File: config.mk
export PLATFORM = sky130hd
export DESIGN_NAME = atrp_front
export DESIGN_NICKNAME = d
export VERILOG_FILES = /design/src/rtl/atrp_pkg.sv /design/src/rtl/atrp_front.sv
export SDC_FILE = /design/constraint.sdc
export NUM_CORES = 2
export LEC_CHECK = 0
export ABC_AREA = 1
export BUFFER_PORTS_ARGS = -buffer_cell sky130_fd_sc_hd__buf_4
export CAP_MARGIN = 25
export CORE_MARGIN = 1
export CORE_UTILIZATION = 38
export DETAILED_ROUTE_END_ITERATION = 7
export PLACE_DENSITY = 0.64
export SYNTH_ARGS = -nofsm -noshare
export SYNTH_HDL_FRONTEND = slang
export SYNTH_SLANG_ARGS = --single-unit
File: constraint.sdc
create_clock -name clock -period 9.2 [get_ports clock]
set_input_delay 1.38 -clock clock [delete_from_list [all_inputs] [get_ports clock]]
set_output_delay 1.38 -clock clock [all_outputs]
set_load 0.01 [all_outputs]
File: src/rtl/atrp_pkg.sv
package atrp_pkg;

   localparam int CFG_COUNT      = 6;
   localparam int CFG_IDX_W      = 3;
   localparam int WORD_W         = 16;
   localparam int CW             = 36;   // CORDIC datapath width
   localparam int ZW             = 32;   // angle accumulator, centidegrees * 2^16
   localparam int SQ_W           = 64;
   localparam int ROOT_W         = 32;
   localparam int MAX_STAGES     = 24;
   localparam int DEF_STAGES     = 16;
   localparam int Q15_HALF_SQRT2 = 23170;
   localparam int ROLL_LIMIT     = 18000;
   localparam int PITCH_LIMIT    = 9000;
   localparam int ROLL_W         = 16;
   localparam int PITCH_W        = 15;
   localparam logic signed [ZW-1:0] DEG90_Z = 32'sd589824000;

   typedef logic signed [WORD_W-1:0] atrp_word_type;

   typedef struct packed {
      logic                 ok;
      logic signed [CW-1:0] roll_y;
      logic signed [CW-1:0] roll_x;
      logic signed [CW-1:0] pitch_y;
   } atrp_side_type;

   function automatic logic signed [ZW-1:0] atan_entry(input int i);
      logic signed [ZW-1:0] v;
      case (i)
         0:  v = 32'sd294912000;
         1:  v = 32'sd174096719;
         2:  v = 32'sd91987925;
         3:  v = 32'sd46694507;
         4:  v = 32'sd23437865;
         5:  v = 32'sd11730358;
         6:  v = 32'sd5866610;
         7:  v = 32'sd2933484;
         8:  v = 32'sd1466764;
         9:  v = 32'sd733385;
         10: v = 32'sd366693;
         11: v = 32'sd183346;
         12: v = 32'sd91673;
         13: v = 32'sd45837;
         14: v = 32'sd22918;
         15: v = 32'sd11459;
         16: v = 32'sd5730;
         17: v = 32'sd2865;
         18: v = 32'sd1432;
         19: v = 32'sd716;
         20: v = 32'sd358;
         21: v = 32'sd179;
         22: v = 32'sd90;
         23: v = 32'sd45;
         default: v = '0;
      endcase
      return v;
   endfunction

endpackage

File: src/rtl/atrp_front.sv
module atrp_front import atrp_pkg::*; (
   input  logic          clock,
   input  logic          reset,
   input  logic          en_i,
   input  logic          valid_i,
   input  atrp_word_type sample_i [CFG_COUNT],
   input  atrp_word_type bias_i   [CFG_COUNT],
   output logic          valid_o,
   output atrp_side_type side_o,
   output logic [SQ_W-1:0] sq_o
);

   logic signed [16:0] c_in [CFG_COUNT];
   logic               ok_in;

   logic signed [16:0] ca_ff [3];
   logic               oka_ff, va_ff;

   logic signed [17:0] s_in, d_in;
   logic signed [33:0] ps_in, pd_in;
   atrp_side_type      sb_in, sb_ff, sc_ff, sd_ff;
   logic               vb_ff, vc_ff, vd_ff;

   logic [31:0]        a1_in, a2_in;
   logic [SQ_W-1:0]    m1_ff, m2_ff, sq_ff;

   always_comb begin
      ok_in = 1'b1;
      for (int i = 0; i < CFG_COUNT; i++) begin
         c_in[i] = 17'(sample_i[i]) - 17'(bias_i[i]);
         if (c_in[i] == '0) ok_in = 1'b0;
      end
   end

   always_ff @(posedge clock) begin
      if (reset) begin
         va_ff <= 1'b0;
      end else if (en_i) begin
         va_ff <= valid_i;
      end
      if (en_i) begin
         for (int i = 0; i < 3; i++) ca_ff[i] <= c_in[i];
         oka_ff <= ok_in;
      end
   end

   // rotate 45 degrees: roll takes (-r1,-r2), pitch y is r0
   always_comb begin
      s_in  = 18'(ca_ff[1]) + 18'(ca_ff[2]);
      d_in  = 18'(ca_ff[1]) - 18'(ca_ff[2]);
      ps_in = 34'(s_in) * 34'sd23170;
      pd_in = 34'(d_in) * 34'sd23170;
      sb_in.ok      = oka_ff;
      sb_in.roll_y  = -(CW'(ca_ff[0]) <<< 15);
      sb_in.roll_x  = CW'(pd_in);
      sb_in.pitch_y = -CW'(ps_in);
   end

   always_comb begin
      a1_in = sb_ff.roll_y[CW-1] ? 32'(-sb_ff.roll_y) : 32'(sb_ff.roll_y);
      a2_in = sb_ff.roll_x[CW-1] ? 32'(-sb_ff.roll_x) : 32'(sb_ff.roll_x);
   end

   always_ff @(posedge clock) begin
      if (reset) begin
         vb_ff <= 1'b0;
         vc_ff <= 1'b0;
         vd_ff <= 1'b0;
      end else if (en_i) begin
         vb_ff <= va_ff;
         vc_ff <= vb_ff;
         vd_ff <= vc_ff;
      end
      if (en_i) begin
         sb_ff <= sb_in;
         sc_ff <= sb_ff;
         m1_ff <= 64'(a1_in) * 64'(a1_in);
         m2_ff <= 64'(a2_in) * 64'(a2_in);
         sd_ff <= sc_ff;
         sq_ff <= m1_ff + m2_ff;
      end
   end

   assign valid_o = vd_ff;
   assign side_o  = sd_ff;
   assign sq_o    = sq_ff;

endmodule

# [Yosys cells after proc, flatten, opt, wreduce, memory -nomap -nowiden]
# Memory sizes are Yosys's and may differ from the RTL's.
# Index checks and enable logic that the tools add are counted.
[totals] output_inout_bits=174 regBits=515 mem_count=1 elab_cells=50 in_bits=196 ramBits=51
[mem_list] name="ca_ff" words=3 word_bits=17 read_ports=3 rd_ports_with_merged_regs=0 wr=3 line_no="atrp_front.sv:16" text="logic signed [16:0] ca_ff [3];"
[op_classes] n_reduce_logical=7 muxes=5 add_sub_neg=13 mul=4
[ops] cell="32-bit by 32-bit multiplier with 64-bit output" n=2
[ops] cell="17-bit zero test" n=6
[ops] cell="16-bit by 16-bit subtractor with 17-bit output" n=6
[ops] cell="18-bit by 15-bit multiplier with 33-bit output, second input constant" n=2
[ops] cell="64-bit adder" n=1
[ops] cell="32-bit two-way mux" n=2
[ops] cell="32-bit negator" n=2
[ops] cell="32-bit negator with 36-bit output" n=1
[ops] cell="34-bit negator with 36-bit output" n=1
[ops] cell="17-bit by 17-bit adder with 18-bit output" n=1
[ops] cell="17-bit by 17-bit subtractor with 18-bit output" n=1
[ops] cell="5-bit OR reduction" n=1
[ops] cell="1-bit two-way mux" n=3

# [Depth between registers and ports, before layout]
# An unclocked memory read counts as a cell.
[depth] depth_word=4 depth_mapped=44

# [Worst setup path after synthesis]
# Ideal clock, no wire load.
[synth_path] kind="reg2reg" startpoint="register sb_ff[37] (netlist bit)" endpoint="register m2_ff[52] (data pin)" path_slack_ns=0.710 setup_time_ns=0.258 path_buffers=3 t_required_ns=8.942 period_less_slack_ns=8.490 path_stages_with_launch=37 arrival_ns=8.232 path_cell_list="edfxtp_1 -> inv_2 -> clkbuf_1 -> clkbuf_1 -> ha_1 -> nand3_1 -> nor2_2 -> inv_2 -> nor3_2 -> nor2_1 -> xor2_1 -> clkbuf_1 -> nand2_1 -> fa_1 -> inv_1 -> fa_1 -> inv_1 -> fa_1 -> fa_1 -> inv_1 -> fa_1 -> fa_1 -> fa_1 -> inv_1 -> fa_1 -> inv_1 -> ha_1 -> nand2_1 -> nor2_1 -> inv_1 -> nor2_1 -> nand3_1 -> o21ai_0 -> nand2_1 -> nand2_1 -> a21oi_1 -> xnor2_1"
[synth_via] elab_chain_len=3
[synth_rtl] item="start, declared" line_no="atrp_front.sv:21" text="atrp_side_type sb_in, sb_ff, sc_ff, sd_ff;"
[synth_rtl] item="start signal, assigned" line_no="atrp_front.sv:75" text="sb_ff <= sb_in;"
[synth_rtl] item="32-bit negator" line_no="atrp_front.sv:61" text="a2_in = sb_ff.roll_x[CW-1] ? 32'(-sb_ff.roll_x) : 32'(sb_ff.roll_x);"
[synth_rtl] item="32-bit two-way mux *" line_no="atrp_front.sv:61"
[synth_rtl] item="32-bit by 32-bit multiplier with 64-bit output *" line_no="atrp_front.sv:78" text="m2_ff <= 64'(a2_in) * 64'(a2_in);"
[synth_rtl] item="end signal, assigned" line_no="atrp_front.sv:78"
[synth_rtl] item="end, declared" line_no="atrp_front.sv:25" text="logic [SQ_W-1:0] m1_ff, m2_ff, sq_ff;"
# Mark *: on every way between the ends. The rest lies on a longest branch, timed or not.
# A chain may end at the register's enable or synchronous reset.

# [Worst setup path after layout]
[layout_path] startpoint="register sb_ff[38] (netlist bit)" endpoint="register m2_ff[50] (data pin)"
# Same word-level chain as after synthesis.

==> impl_metrics.ini <==
[synthesis]
syn_avg_cell_area_um2 = 8.832
synth_warnings = 0
synth-seq-cells = 475
netlist_area_um2 = 72820
ys_seq_area_frac = 0.1953
synthCells = 8245
ys.flop_type = edfxtp_1
synth.distinct_cells = 67
synth_async_sr_flop_share = 0
synth_edf_count = 471

[floorplanning]
fp.coreArea_um2 = 190200
die_w_um = 439.8
dieArea_um2 = 193400
placementRows = 160
io_pins = 370
start_util = 0.3829
dieHeight_um = 439.8

[job]
drv_cap = 0

[worst_setup_path]
crit_slowest_cell = fa_1
critPathCaptureType = flop
required_ns = 9.61
crit_type = reg -> reg
slowest_delay_ns = 0.55
crit_family = adder cells
timing.critical_path.fanout_max = 11
critPathBufInv = 9
start_kind = flop
cp.arrival_ns = 9.24

[sta]
hold_violations = 0
finalCriticalPeriod_ns = 8.836
finClkSkew_ns = 0.07259
fin_setup_tns_ns = 0
rsz0062_at_grt = no
tightest_slew_ns = 1.034
max-slew-margin-rel = 0.3080
drv_slew = 0
clock.fmax_mhz = 113.2
finalSetupViolations = 0
period_share = 0.9604

[routing]
firstDrtPassIters = 6
initialDrtViolationCount = 3549
vias_per_cell = 4.794
wl_per_cell_um = 17.04
wl_um = 191300
vias = 53806
drc = 0
final_antenna_net_count = 0

[layout]
register_area_um2 = 14220
fillerInstances = 18809
final_common_cell = inv_1
multi_input_area_um2 = 49460
fin_nets = 10856
area_growth_syn_to_layout_pct = 11.14
mostFrequentLayoutCells = 2265 x inv_1, 1266 x nand2_1, 1078 x fa_1, 916 x ha_1, 744 x nor2_1
drive_gt1_frac = 0.08196

[cts]
path_clk_slew_ns = 0.06
ctsHtreeMaxLevel = 2
clk_latency_ns = 0.74
ctsRootBufferMaster = clkbuf_16
clock-sinks = 475
cts_tree = yes
cts.path.max_buffers = 3
cts_buffers = 56

[global_route]
grt_pass1_vias = 55999
antenna_found_initial = 1
grtUsageTotal = 0.1986
grt_max_degree = 178
grt_pass1_wl_um = 302300
overflow = 0

[run_status]
status = finished, final reports clean

[min_path]
hp-class = reg -> reg

[placement]
port-buffer-count = 349
gp_congestion = 0.9639
hpwl_um = 164300
## metal layers
metal | vias up | track usage | wire, µm
li1 | 25813 | - | -
met1 | 26230 | 0.2625 | 82890
met2 | 1520 | 0.3377 | 91300
met3 | 243 | 0.02727 | 11320
met4 | 0 | 0.05718 | 5772
met5 | - | 0 | 0
## registers in the layout, summed over array words and instances, names as in the netlist
register  cells
sq_o         61
ca_ff        51
oka_ff        1
m1_ff        32
vc_ff         1
valid_o       1
sc_ff        89
m2_ff        60
sb_ff        89
va_ff         1
vb_ff         1
side_o       88
## per-stage QoR
stage	hold WS [ns]	instances	util	cell area (µm²)	worst slack (ns)
2_1_floorplan	0.4003	8264	-	72890	0.7099
3_3_place_gp	0.4013	11116	0.4149	78910	0.1536
3_5_place_dp	0.4045	11116	0.4149	78910	0.02953
4_1_cts	0.4042	11220	0.4249	80810	0.1350
5_1_grt	0.4038	11224	0.4255	80930	0.03075
6_report	0.4121	11224	0.4255	80930	0.3644
## cell families after synthesis
group	share of synthesized area
simple gates	0.1404
buf+inv	0.1276
fa+ha+maj	0.4537
compound gates	0.04703
flops	0.1953
xor+xnor	0.03588
other cells	0.00005150
## area by class of cell
type	count	share of cell area
inverter	2304	0.1070
timing repair buffer	463	0.04371
clock inverter	41	0.005906
clock buffer	63	0.01764
multi-input combinational	5366	0.6112
tap	2511	0.03882
antenna	1	0.00003092
sequential	475	0.1758
## cells in the mapped netlist, types with 58 or more instances
cell type	instances	share of area
nand3_1	193	0.013
xor2_1	192	0.023
fa_1	1078	0.30
ha_1	916	0.16
xnor2_1	82	0.0099
nand2_1	1267	0.065
o21ai_0	150	0.010
nor3_1	58	0.0040
inv_1	2266	0.12
edfxtp_1	471	0.19
a21oi_1	289	0.020
nor2_1	748	0.039
nand4_1	66	0.0057
## worst paths after layout
check | start | to | slack, ns | cells past startpoint
min reg2reg | sc_ff[106] | side_o[106] | 0.41 | 0
min | sc_ff[106] | side_o[106] | 0.41 | 0
max | sb_ff[38] | m2_ff[50] | 0.36 | 32
max reg2reg | sb_ff[38] | m2_ff[50] | 0.36 | 32
## repair_timing
action | 4_1_cts | 5_1_grt
buffers inserted | 0 | 2
gates resized for setup | 1 | 26
hold buffers | 0 | 0
setup endpoints to repair | 1 | 31
gates cloned | 0 | 0
Power is left out: the tool's default activity adds up to more than one toggle a clock period on the data nets, which glitch-free logic cannot reach.
